`src/hdl/jbsd_pkg.sv`:
```
// ----------------------------------------------------------------------------
// JVM bytecode decoder package
// Shared record types, opcode constants and the instruction length table.
// ----------------------------------------------------------------------------
`default_nettype none

package jbsd_pkg;

	// Default width of the code position counter.
	localparam int PC_BITS_DEF = 16;
	// Number of slots in the queue between front and back.
	localparam int QDEPTH = 4;

	// Record kinds.
	localparam logic [1:0] KIND_PLAIN   = 2'd0;
	localparam logic [1:0] KIND_CASE    = 2'd1;
	localparam logic [1:0] KIND_DEFAULT = 2'd2;

	// Opcodes that need special handling.
	localparam logic [7:0] OPC_IINC           = 8'h84;
	localparam logic [7:0] OPC_TABLESWITCH    = 8'hAA;
	localparam logic [7:0] OPC_LOOKUPSWITCH   = 8'hAB;
	localparam logic [7:0] OPC_WIDE           = 8'hC4;
	localparam logic [7:0] OPC_MULTIANEWARRAY = 8'hC5;
	localparam logic [7:0] OPC_INVOKEIFACE    = 8'hB9;
	localparam logic [7:0] OPC_INVOKEDYN      = 8'hBA;

	// One output record.
	typedef struct packed {
		logic [1:0]  kind;
		logic [15:0] pc;
		logic [7:0]  opcode;
		logic [7:0]  sub;
		logic [15:0] len;
		logic [15:0] idx;
		logic [15:0] val;
		logic [31:0] tgt;
		logic        has;
		logic [31:0] key;
		logic        last;
	} rec_t;

	// Records caused by one byte: zero, one or two.
	typedef struct packed {
		logic [1:0] cnt;
		rec_t       r0;
		rec_t       r1;
	} slot_t;

	// Branches with a 16-bit offset: the conditional ones, goto and jsr.
	function automatic logic is_branch16(input logic [7:0] op);
		return (op inside {[8'h99:8'hA8]}) || op == 8'hC6 || op == 8'hC7;
	endfunction

	// goto_w and jsr_w.
	function automatic logic is_wide_branch(input logic [7:0] op);
		return op == 8'hC8 || op == 8'hC9;
	endfunction

	// Total length of a fixed-size instruction.
	function automatic logic [2:0] fixed_len(input logic [7:0] op, input logic [7:0] sub);
		logic [2:0] n;
		n = 3'd1;
		if (op inside {8'h10, 8'h12, 8'hBC, 8'hA9, [8'h15:8'h19], [8'h36:8'h3A]})
			n = 3'd2;
		else if (op inside {8'h11, 8'h13, 8'h14, OPC_IINC, [8'hB2:8'hB8], 8'hBB, 8'hBD,
				8'hC0, 8'hC1} || is_branch16(op))
			n = 3'd3;
		else if (op == OPC_INVOKEIFACE || op == OPC_INVOKEDYN || is_wide_branch(op))
			n = 3'd5;
		else if (op == OPC_MULTIANEWARRAY)
			n = 3'd4;
		else if (op == OPC_WIDE)
			n = (sub == OPC_IINC) ? 3'd6 : 3'd4;
		return n;
	endfunction

endpackage

`default_nettype wire

```
`src/hdl/jbsd_front.sv`:
```
// ----------------------------------------------------------------------------
// Decoder front end
// Parses the byte stream and forms the records that each byte completes.
// ----------------------------------------------------------------------------
`default_nettype none

module jbsd_front import jbsd_pkg::*; #(
	parameter int PC_BITS = PC_BITS_DEF
) (
	input  wire logic       clk,
	input  wire logic       arst_n,
	input  wire logic       accept,
	input  wire logic [7:0] code_byte,
	input  wire logic       start_req,
	output logic            push,
	output slot_t           slot
);

	typedef enum logic [3:0] {
		PH_OPCODE, PH_FIXED, PH_PAD, PH_DEFAULT, PH_LOW,
		PH_HIGH, PH_NPAIRS, PH_MATCH, PH_OFFSET
	} phase_t;

	logic [PC_BITS-1:0] pos_q, start_q, pos_d, start_d;
	logic [7:0]         op_q, op_d, wide_q, wide_d;
	phase_t             phase_q, phase_d;
	logic [15:0]        nb_q, nb_d, hidx_q, hidx_d;
	logic [31:0]        word_q, word_d, dflt_q, dflt_d, key_q, key_d;
	logic [32:0]        left_q, left_d;

	// Next-state and record formation for one accepted byte.
	always_comb begin
		logic [PC_BITS-1:0] pos;
		phase_t             ph;
		logic [31:0]        w, pc32, off16;
		logic signed [32:0] diff;
		pos      = start_req ? '0 : pos_q;
		ph       = start_req ? PH_OPCODE : phase_q;
		w        = {word_q[23:0], code_byte};
		pc32     = 32'(start_q);
		off16    = {{16{w[15]}}, w[15:0]};
		diff     = $signed({w[31], w}) - $signed({key_q[31], key_q});
		pos_d    = pos_q;
		start_d  = start_q;
		op_d     = op_q;
		wide_d   = wide_q;
		phase_d  = phase_q;
		nb_d     = nb_q;
		hidx_d   = hidx_q;
		word_d   = word_q;
		dflt_d   = dflt_q;
		key_d    = key_q;
		left_d   = left_q;
		slot     = '0;
		if (accept) begin
			pos_d = pos + 1'b1;
			phase_d = ph;
			if (ph == PH_OPCODE) begin
				start_d = pos;
				op_d    = code_byte;
				nb_d    = 16'd1;
				word_d  = '0;
				wide_d  = '0;
				hidx_d  = '0;
				if (code_byte == OPC_TABLESWITCH || code_byte == OPC_LOOKUPSWITCH) begin
					phase_d = (pos[1:0] == 2'd3) ? PH_DEFAULT : PH_PAD;
				end else if (fixed_len(code_byte, 8'd0) == 3'd1) begin
					slot.cnt = 2'd1;
					slot.r0.kind = KIND_PLAIN;
					slot.r0.pc = 16'(pos);
					slot.r0.opcode = code_byte;
					slot.r0.len = 16'd1;
					slot.r0.last = 1'b1;
				end else begin
					phase_d = PH_FIXED;
				end
			end else begin
				if (nb_q != 16'hFFFF)
					nb_d = nb_q + 16'd1;
				word_d = w;
				if (ph == PH_FIXED) begin
					if (op_q == OPC_WIDE && nb_d == 16'd2) wide_d = code_byte;
					if (op_q == OPC_WIDE && nb_d == 16'd4) hidx_d = w[15:0];
					if (op_q == OPC_IINC && nb_d == 16'd2) hidx_d = {8'd0, code_byte};
					if ((op_q == OPC_MULTIANEWARRAY || op_q == OPC_INVOKEIFACE ||
							op_q == OPC_INVOKEDYN) && nb_d == 16'd3)
						hidx_d = w[15:0];
					if (nb_d >= 16'(fixed_len(op_q, wide_d))) begin
						phase_d = PH_OPCODE;
						slot.cnt = 2'd1;
						slot.r0.kind = KIND_PLAIN;
						slot.r0.pc = 16'(start_q);
						slot.r0.opcode = op_q;
						slot.r0.len = nb_d;
						slot.r0.last = 1'b1;
						if (op_q == OPC_WIDE) begin
							slot.r0.sub = wide_d;
							slot.r0.idx = hidx_d;
							if (wide_d == OPC_IINC) slot.r0.val = w[15:0];
						end else if (op_q == OPC_MULTIANEWARRAY || op_q == OPC_IINC) begin
							slot.r0.idx = hidx_d;
							slot.r0.val = {8'd0, code_byte};
						end else if (op_q == OPC_INVOKEIFACE || op_q == OPC_INVOKEDYN) begin
							slot.r0.idx = hidx_d;
						end else if (is_branch16(op_q)) begin
							slot.r0.tgt = pc32 + off16;
							slot.r0.has = 1'b1;
						end else if (is_wide_branch(op_q)) begin
							slot.r0.tgt = pc32 + w;
							slot.r0.has = 1'b1;
						end else begin
							slot.r0.idx = w[15:0];
						end
					end
				end else if (pos[1:0] == 2'd3) begin
					// Default record template, used when the switch ends.
					slot.r1.kind = KIND_DEFAULT;
					slot.r1.pc = 16'(start_q);
					slot.r1.opcode = op_q;
					slot.r1.len = nb_d;
					slot.r1.tgt = dflt_q;
					slot.r1.has = 1'b1;
					slot.r1.last = 1'b1;
					case (ph)
						PH_PAD: phase_d = PH_DEFAULT;
						PH_DEFAULT: begin
							dflt_d = pc32 + w;
							phase_d = (op_q == OPC_TABLESWITCH) ? PH_LOW : PH_NPAIRS;
						end
						PH_LOW: begin
							key_d = w;
							phase_d = PH_HIGH;
						end
						PH_HIGH: begin
							if ($signed(w) < $signed(key_q)) begin
								left_d = '0;
								phase_d = PH_OPCODE;
								slot.cnt = 2'd1;
								slot.r0 = slot.r1;
							end else begin
								left_d = 33'(diff) + 33'd1;
								phase_d = PH_OFFSET;
							end
						end
						PH_NPAIRS: begin
							left_d = {1'b0, w};
							if (w == 32'd0) begin
								phase_d = PH_OPCODE;
								slot.cnt = 2'd1;
								slot.r0 = slot.r1;
							end else begin
								phase_d = PH_MATCH;
							end
						end
						PH_MATCH: begin
							key_d = w;
							phase_d = PH_OFFSET;
						end
						PH_OFFSET: begin
							slot.cnt = 2'd1;
							slot.r0 = '0;
							slot.r0.kind = KIND_CASE;
							slot.r0.pc = 16'(start_q);
							slot.r0.opcode = op_q;
							slot.r0.tgt = pc32 + w;
							slot.r0.has = 1'b1;
							slot.r0.key = key_q;
							if (left_q != '0) left_d = left_q - 33'd1;
							if (op_q == OPC_TABLESWITCH) begin
								key_d = key_q + 32'd1;
								phase_d = PH_OFFSET;
							end else begin
								phase_d = PH_MATCH;
							end
							if (left_d == '0) begin
								phase_d = PH_OPCODE;
								slot.cnt = 2'd2;
							end
						end
						default: phase_d = PH_OPCODE;
					endcase
				end
			end
		end
	end

	assign push = accept && (slot.cnt != 2'd0);

	// Parser state registers.
	always_ff @(posedge clk or negedge arst_n) begin
		if (!arst_n) begin
			pos_q   <= '0;
			start_q <= '0;
			op_q    <= '0;
			wide_q  <= '0;
			phase_q <= PH_OPCODE;
			nb_q    <= '0;
			hidx_q  <= '0;
			word_q  <= '0;
			dflt_q  <= '0;
			key_q   <= '0;
			left_q  <= '0;
		end else begin
			pos_q   <= pos_d;
			start_q <= start_d;
			op_q    <= op_d;
			wide_q  <= wide_d;
			phase_q <= phase_d;
			nb_q    <= nb_d;
			hidx_q  <= hidx_d;
			word_q  <= word_d;
			dflt_q  <= dflt_d;
			key_q   <= key_d;
			left_q  <= left_d;
		end
	end

endmodule

`default_nettype wire

```
`src/hdl/jbsd_queue.sv`:
```
// ----------------------------------------------------------------------------
// Decoder slot queue
// Small FIFO of record slots between the front end and the back end.
// ----------------------------------------------------------------------------
`default_nettype none

module jbsd_queue import jbsd_pkg::*; (
	input  wire logic  clk,
	input  wire logic  arst_n,
	input  wire logic  push,
	input  slot_t      push_slot,
	input  wire logic  pop,
	output slot_t      head,
	output logic       not_empty,
	output logic       full
);

	localparam int QA = $clog2(QDEPTH);

	slot_t          mem [QDEPTH];
	logic [QA-1:0]  wr_q, rd_q;
	logic [QA:0]    cnt_q;

	assign head      = mem[rd_q];
	assign not_empty = cnt_q != '0;
	assign full      = cnt_q == (QA+1)'(QDEPTH);

	// Slot storage.
	always_ff @(posedge clk) begin
		if (push)
			mem[wr_q] <= push_slot;
	end

	// Pointers and fill count.
	always_ff @(posedge clk or negedge arst_n) begin
		if (!arst_n) begin
			wr_q  <= '0;
			rd_q  <= '0;
			cnt_q <= '0;
		end else begin
			if (push) wr_q <= wr_q + 1'b1;
			if (pop) rd_q <= rd_q + 1'b1;
			cnt_q <= cnt_q + (QA+1)'(push) - (QA+1)'(pop);
		end
	end

	// The queue never overflows or underflows.
	a_no_overflow: assert property (@(posedge clk) disable iff (!arst_n)
		full |-> !push) else $error("push into full queue");
	a_no_underflow: assert property (@(posedge clk) disable iff (!arst_n)
		!not_empty |-> !pop) else $error("pop from empty queue");

endmodule

`default_nettype wire

```
`src/hdl/jbsd_back.sv`:
```
// ----------------------------------------------------------------------------
// Decoder back end
// Takes slots from the queue and hands out their records one per cycle while out_stall is low.
// ----------------------------------------------------------------------------
`default_nettype none

module jbsd_back import jbsd_pkg::*; (
	input  wire logic clk,
	input  wire logic arst_n,
	input  slot_t     head,
	input  wire logic not_empty,
	output logic      pop,
	input  wire logic out_stall,
	output logic      out_valid,
	output rec_t      out_rec
);

	logic out_valid_q, pend_valid_q;
	rec_t out_q, pend_q;
	logic free;

	assign free      = !out_valid_q || !out_stall;
	assign pop       = free && !pend_valid_q && not_empty;
	assign out_valid = out_valid_q;
	assign out_rec   = out_q;

	// Output register with one pending record behind it.
	always_ff @(posedge clk or negedge arst_n) begin
		if (!arst_n) begin
			out_valid_q  <= 1'b0;
			pend_valid_q <= 1'b0;
		end else if (free) begin
			if (pend_valid_q) begin
				out_q        <= pend_q;
				out_valid_q  <= 1'b1;
				pend_valid_q <= 1'b0;
			end else if (not_empty) begin
				out_q        <= head.r0;
				out_valid_q  <= 1'b1;
				pend_q       <= head.r1;
				pend_valid_q <= head.cnt == 2'd2;
			end else begin
				out_valid_q  <= 1'b0;
			end
		end
	end

	// A pending record always sits behind a shown one.
	a_pend_behind: assert property (@(posedge clk) disable iff (!arst_n)
		pend_valid_q |-> out_valid_q) else $error("pending record without output");

endmodule

`default_nettype wire

```
`src/hdl/jvm_bytecode_stream_decoder_unit.sv`:
```
// ----------------------------------------------------------------------------
// JVM bytecode stream decoder
// Splits a bytecode stream into instructions and emits decoded records.
// ----------------------------------------------------------------------------
//  Channel | Handshake           | Payload
//  in      | in_valid / in_stall | code_byte, start_req
//  out     | out_valid/out_stall | record_kind ... last (one record per item)
//
// One byte is accepted per cycle while in_stall is low; each byte is parsed in the cycle it arrives.
// Records pass through the queue and the output register; the back end gives one per cycle while out_stall is low.
// A switch case that ends the table gives two records from one byte.
// in_stall rises only when the four-slot queue is full. Reset is asynchronous.
// ----------------------------------------------------------------------------
`default_nettype none

module jvm_bytecode_stream_decoder_unit import jbsd_pkg::*; #(
	parameter int PC_BITS = PC_BITS_DEF
) (
	input  wire logic        clk,
	input  wire logic        arst_n,
	input  wire logic        in_valid,
	output logic             in_stall,
	input  wire logic [7:0]  code_byte,
	input  wire logic        start_req,
	output logic             out_valid,
	input  wire logic        out_stall,
	output logic [1:0]       record_kind,
	output logic [15:0]      instr_pc,
	output logic [7:0]       opcode,
	output logic [7:0]       sub_opcode,
	output logic [15:0]      length,
	output logic [15:0]      index_operand,
	output logic [15:0]      value_operand,
	output logic [31:0]      branch_target,
	output logic             has_target,
	output logic signed [31:0] case_key,
	output logic             last
);

	logic  accept, push, pop, not_empty, full;
	slot_t slot, head;
	rec_t  rec;

	assign in_stall = full;
	assign accept   = in_valid && !full;

	jbsd_front #(.PC_BITS(PC_BITS)) u_front (
		.clk(clk), .arst_n(arst_n), .accept(accept), .code_byte(code_byte),
		.start_req(start_req), .push(push), .slot(slot)
	);

	jbsd_queue u_queue (
		.clk(clk), .arst_n(arst_n), .push(push), .push_slot(slot), .pop(pop),
		.head(head), .not_empty(not_empty), .full(full)
	);

	jbsd_back u_back (
		.clk(clk), .arst_n(arst_n), .head(head), .not_empty(not_empty), .pop(pop),
		.out_stall(out_stall), .out_valid(out_valid), .out_rec(rec)
	);

	// Record fields to ports.
	assign record_kind   = rec.kind;
	assign instr_pc      = rec.pc;
	assign opcode        = rec.opcode;
	assign sub_opcode    = rec.sub;
	assign length        = rec.len;
	assign index_operand = rec.idx;
	assign value_operand = rec.val;
	assign branch_target = rec.tgt;
	assign has_target    = rec.has;
	assign case_key      = $signed(rec.key);
	assign last          = rec.last;

endmodule

`default_nettype wire

```
`config.mk`:
```
export PLATFORM = sky130hd
export DESIGN_NAME = jvm_bytecode_stream_decoder_unit
export DESIGN_NICKNAME = d
export VERILOG_FILES = /design/src/hdl/jbsd_pkg.sv /design/src/hdl/jbsd_front.sv /design/src/hdl/jbsd_queue.sv /design/src/hdl/jbsd_back.sv /design/src/hdl/jvm_bytecode_stream_decoder_unit.sv
export SDC_FILE = /design/constraint.sdc
export NUM_CORES = 2
export LEC_CHECK = 0
export BUFFER_PORTS_ARGS = -buffer_cell sky130_fd_sc_hd__buf_2
export CELL_PAD_IN_SITES_DETAIL_PLACEMENT = 1
export CELL_PAD_IN_SITES_GLOBAL_PLACEMENT = 1
export CORE_AREA = 2 2 554 336
export DETAILED_ROUTE_END_ITERATION = 10
export DIE_AREA = 0 0 556 338
export GPL_TIMING_DRIVEN = 0
export HOLD_SLACK_MARGIN = 0.05
export PLACE_DENSITY_LB_ADDON = 0.3
export REMOVE_ABC_BUFFERS = 1
export SETUP_SLACK_MARGIN = 0.3
export SLEW_MARGIN = 20
export SYNTH_ARGS = -nofsm -noshare
export SYNTH_HDL_FRONTEND = slang
export SYNTH_HIERARCHICAL = 1
export SYNTH_SLANG_ARGS = --single-unit
```
`constraint.sdc`:
```
create_clock -name clk -period 34.3 [get_ports clk]
set_clock_uncertainty 0.1 [all_clocks]
set_input_delay 8.575 -clock clk [delete_from_list [all_inputs] [get_ports clk]]
set_output_delay 8.575 -clock clk [all_outputs]
set_load 0.02 [all_outputs]
```
==> results list <==
- Fraction of layout cells with a size suffix above 1: 21.9%
- Quantity of hold-fixing buffers added after cts: 0
- In the final routed layout, each cell accounts on average for 26.3 microns.
- H-tree Lvls: 4
* Cell taking the most area after synthesis: edfxtp_1
* Internal power: 4530 uW
- The share of total power dissipated in sequential elements is 44.5%.
* Number of placed I/O pins: 163
* # clock sinks: 1702
- Clock tree from TritonCTS: built
- Worst-path cell with the longest stage delay: a31o_2
* Worst setup EP type: flip-flop
- Core Box Area: 183000 sq um
- edfxtp_1 is the most common cell in the netlist.
* Net switching power: 1880 uW
- The worst setup path is launched from an input pin.
- The run finished with clean final reports.
* Arrival time of data at the critical path endpoint: 15210 ps
- Critical path's largest stage delay: 690 ps
- Routability-driven placement finished with a final weighted congestion of 0.892.
- Of the available clock period, the critical path in the final layout requires 43.2%.
- The worst hold path begins at u_front/dflt_q[14].
- The synthesized design contains 1702 register bits.
- Worst supply voltage drop on vdd: 0.0390 mV
* Number of gates given a new drive strength after cts: 0
* Min-Delay Path Class: reg -> reg
- Max-cap violations: 0
* Power Total: 6420 uW
- Entering global routing, the biggest net connects 87 pins.
* Critical path fanouts, max: 41
- Worst Setup EP: u_queue/mem[0][266]
- Clock tree synthesis selected as its root buffer the cell clkbuf_16.
- Part of the Yosys area used for sequential elements: 68.9%
- Top achievable clock speed: 67.5 MHz
- Max Transition Viols Final: 0
- Fill cells in the final layout number 17500.
- The most critical setup path has its startpoint at code_byte[1].
- Detailed placement ended at an HPWL of 122000 microns.
- At the worst endpoint, the required time is 34690 ps.
- The setup check on the worst reg-to-reg path leaves a slack of 25450 ps.
* Register Area: 50000 sq um
- In this run the tightest slew margin relative to its limit is 29.8%.
* Proportion of power drawn by the clock network: 29.1%
- The number of antenna violations at the first check in global routing came to 7.
- Adding up every negative setup slack in the final design gives 0 ps.
- The die covers 188000 sq um.
- Number of buffer and inverter instances along the worst setup path: 5
* Die width: 556 microns
- Once the clock tree was built, the setup fixing pass inserted 0 buffers.
* Top cell types by occurrence after synthesis: edfxtp_1, mux4_2, nand2_1
* Capture instance of the worst register-to-register path: u_queue/mem[0][266]
- In this run, CTS created clock tree buffers numbering 170.
- CP Cell Sequence: buf_2 > inv_1 > ha_1 > nor2b_1 > o211ai_1 > a21oi_1 > o2111ai_1 > a2111oi_0 > o221ai_1 > a22oi_1 > nand2_1 > a31o_2 > nand2b_1 > and2_4 > buf_16 > buf_16 > buf_16
* Fraction of synthesis flops using an asynchronous set or reset pin: 12.6%
- Post-DR vias/cell: 5.64
- First-pass GRT wire length: 280000 microns
- TritonRoute pass-1 iters: 5
* Cells on worst reg2reg path: 23
* Static leakage: 0.0282 uW
- Setup repair after global routing left no endpoint under its margin.
- Area of the multi-input gates: 20500 sq um
- The initialized floorplan defines 122 standard-cell rows.
- The critical path in this run is classified as in -> reg.
- Combinational group share of total power: 26.4%
- Top cell type's share of synthesized area: 61.5%
- Among the stages of the critical path, the cell type that occurs most often is buf_16.
* Setup violation total in the final timing report: 0
- Cell area after synthesis: 72600 sq um
- Unique cell type count in the Yosys netlist: 100
- Synthesis produced a netlist whose cell count is 4360.
- Instance area at placement: 76900 sq um
- Clock-pin slew was measured on the worst setup and hold paths at 60 ps.
- Summing over every cut layer, the via total after detailed routing is 40000.
- Power spread over the standard cell area amounts to 77.9 nW/um^2.
* Switching Fraction: 29.3%
* Leading cell types by total area after synthesis: edfxtp_1, mux4_2, dfrtp_1
* Instance count on the critical path: 17
- Number of endpoints with negative hold slack in the final report: 0
- Launch point of the worst reg-to-reg path: u_front/nb_q[0]
* Port Buffer Count: 162
* Average size of a mapped cell: 16.7 sq um
* Total GRT Usage: 19.8%
* Later-pin clock latency in the skew report: 840 ps
- GRT overflow: 0
- Number of flops mapped to enable cells by yosys: 1488
* Top delay family on crit path: compound AO/OA/AOI/OAI gates
* Tmin final: 14820 ps
- Number of antenna-violating nets in the routed design: 0
- Via count of the first global-routing pass: 41400
- Actual slew at the worst max-slew pin: 1050 ps
* Final Routed Wirelength: 186000 microns
- Net count, final: 4673
- Iteration-0 DRC count of the detailed router: 3939
- The clock passes through at most 4 buffers.
- The die is 338 microns tall.
- Compared with the post-synthesis result, the final layout area differs by 13.4%.
- Most used flip-flop cell after synthesis: edfxtp_1
- For this run, design rule violations remaining after detail routing come to 0.
* Total of warnings raised by yosys: 6
* Hold slack: 397 ps
* Layout Cell Area excl Fill: 82300 sq um
- Initial core utilization: 39.7%
## cell usage in the layout (no fill, tap or decap), drive strengths merged, types with 10 or more instances in the layout
cell	netlist	routed
a21o	13	13
a21oi	151	151
a221oi	23	23
a22o	52	52
a22oi	34	34
a31oi	17	17
and2	75	75
and3	29	29
buf	179	247
bufinv	0	16
clkbuf	125	215
clkinv	1	61
conb	1	73
dfrtp	214	214
edfxtp	1488	1488
fa	18	18
ha	95	95
inv	116	122
mux2	161	161
mux2i	10	10
mux4	298	298
nand2	280	280
nand2b	17	17
nand3	69	69
nand4	36	36
nor2	255	255
nor2b	26	26
nor3	58	58
nor4	29	29
o21ai	143	143
o21bai	13	13
o221ai	15	15
o22ai	22	22
o2bb2ai	23	23
o31ai	12	12
or2	13	13
or3	17	17
or4	11	11
xnor2	64	64
xor2	31	31
## state kept, by name, summed over array words and instances (netlist names), 16 cells and up
| name | flops |
|---|---|
| u_queue/mem | 1192 |
| u_back/out_rec | 148 |
| u_back/pend_q | 148 |
| u_front/left_q | 33 |
| u_front/dflt_q | 32 |
| u_front/key_q | 32 |
| u_front/word_q | 24 |
| u_front/hidx_q | 16 |
| u_front/nb_q | 16 |
| u_front/pos_q | 16 |
| u_front/start_q | 16 |
## logic make-up after synthesis
group	after synthesis	synth area share [%]
AND/OR/NAND/NOR	949	6.36
adder cells (fa/ha/maj)	113	2.13
buffers and inverters	421	3.52
AO/OA/AOI/OAI	610	5.61
XOR/XNOR	95	1.16
multiplexers	469	12.3
other	1	0.00516
flip-flops	1702	68.9
## worst register-to-register path, cell delays in order, from the launching register on
cell and delay, ps:
dfrtp_1 600, ha_1 480, inv_1 210, nor4_1 530, nand3_1 130, o21ai_0 330
nor4b_2 710, nand4_1 420, mux2_2 470, nor2_1 80, nor4_1 310, ha_1 220
a21o_1 90, a21oi_1 60, and3_1 170, and3_1 230, and2_1 230, nor2_1 320
a31o_2 700, nand2b_1 420, and2_4 670, buf_16 330, buf_16 290, buf_16 340
## routing by layer
| layer | up-vias | track usage (%) | part of all wire (%) | wire length (microns) |
|---|---|---|---|---|
| met2 | 1232 | 29.4 | 44 | 81700 |
| met4 | 2 | 4.52 | 2.0 | 3790 |
| met5 | - | 0 | 0.0070 | 13 |
| met1 | 21200 | 30.5 | 48 | 89400 |
| met3 | 253 | 3.30 | 6.2 | 11500 |
| li1 | 17300 | - | - | - |
## power by group through the flow
stage               combinational (uW)  sequential, uW  clock [uW]
floorplan                         1220            3130           0
global placement                  1920            3290           0
detailed placement                1720            2900           0
CTS                               1730            2860        1920
global route                      1810            2890        1990
finish                            1690            2860        1870
## per-stage QoR
step                setup slack, ps  cells  utilization [%]
finish                        19480   7098             45.0
global route                  19470   7095             45.0
floorplan                     14530   4128                -
detailed placement            18810   6793             42.0
global placement               5270   6708             40.8
CTS                           19690   7095             45.0
## worst min path at each step
| stage | cells past startpoint | slack, ps | end |
|---|---|---|---|
| floorplan | 2 | 360 | u_front/dflt_q[18] |
| global placement | 2 | 370 | u_front/dflt_q[5] |
| detailed placement | 2 | 380 | u_front/dflt_q[10] |
| CTS | 2 | 400 | u_front/dflt_q[10] |
| global route | 2 | 420 | u_front/dflt_q[15] |
| finish | 2 | 400 | u_front/dflt_q[14] |
## layout make-up
type	instances	share of cell area, %
clock inverter	87	1.11
timing repair buffer	247	3.50
clock buffer	215	5.55
tap	2418	3.67
inverter	117	0.538
multi-input combinational	2309	24.9
sequential	1702	60.8
antenna	3	0.00912
Power figures use the tool's default switching activity.
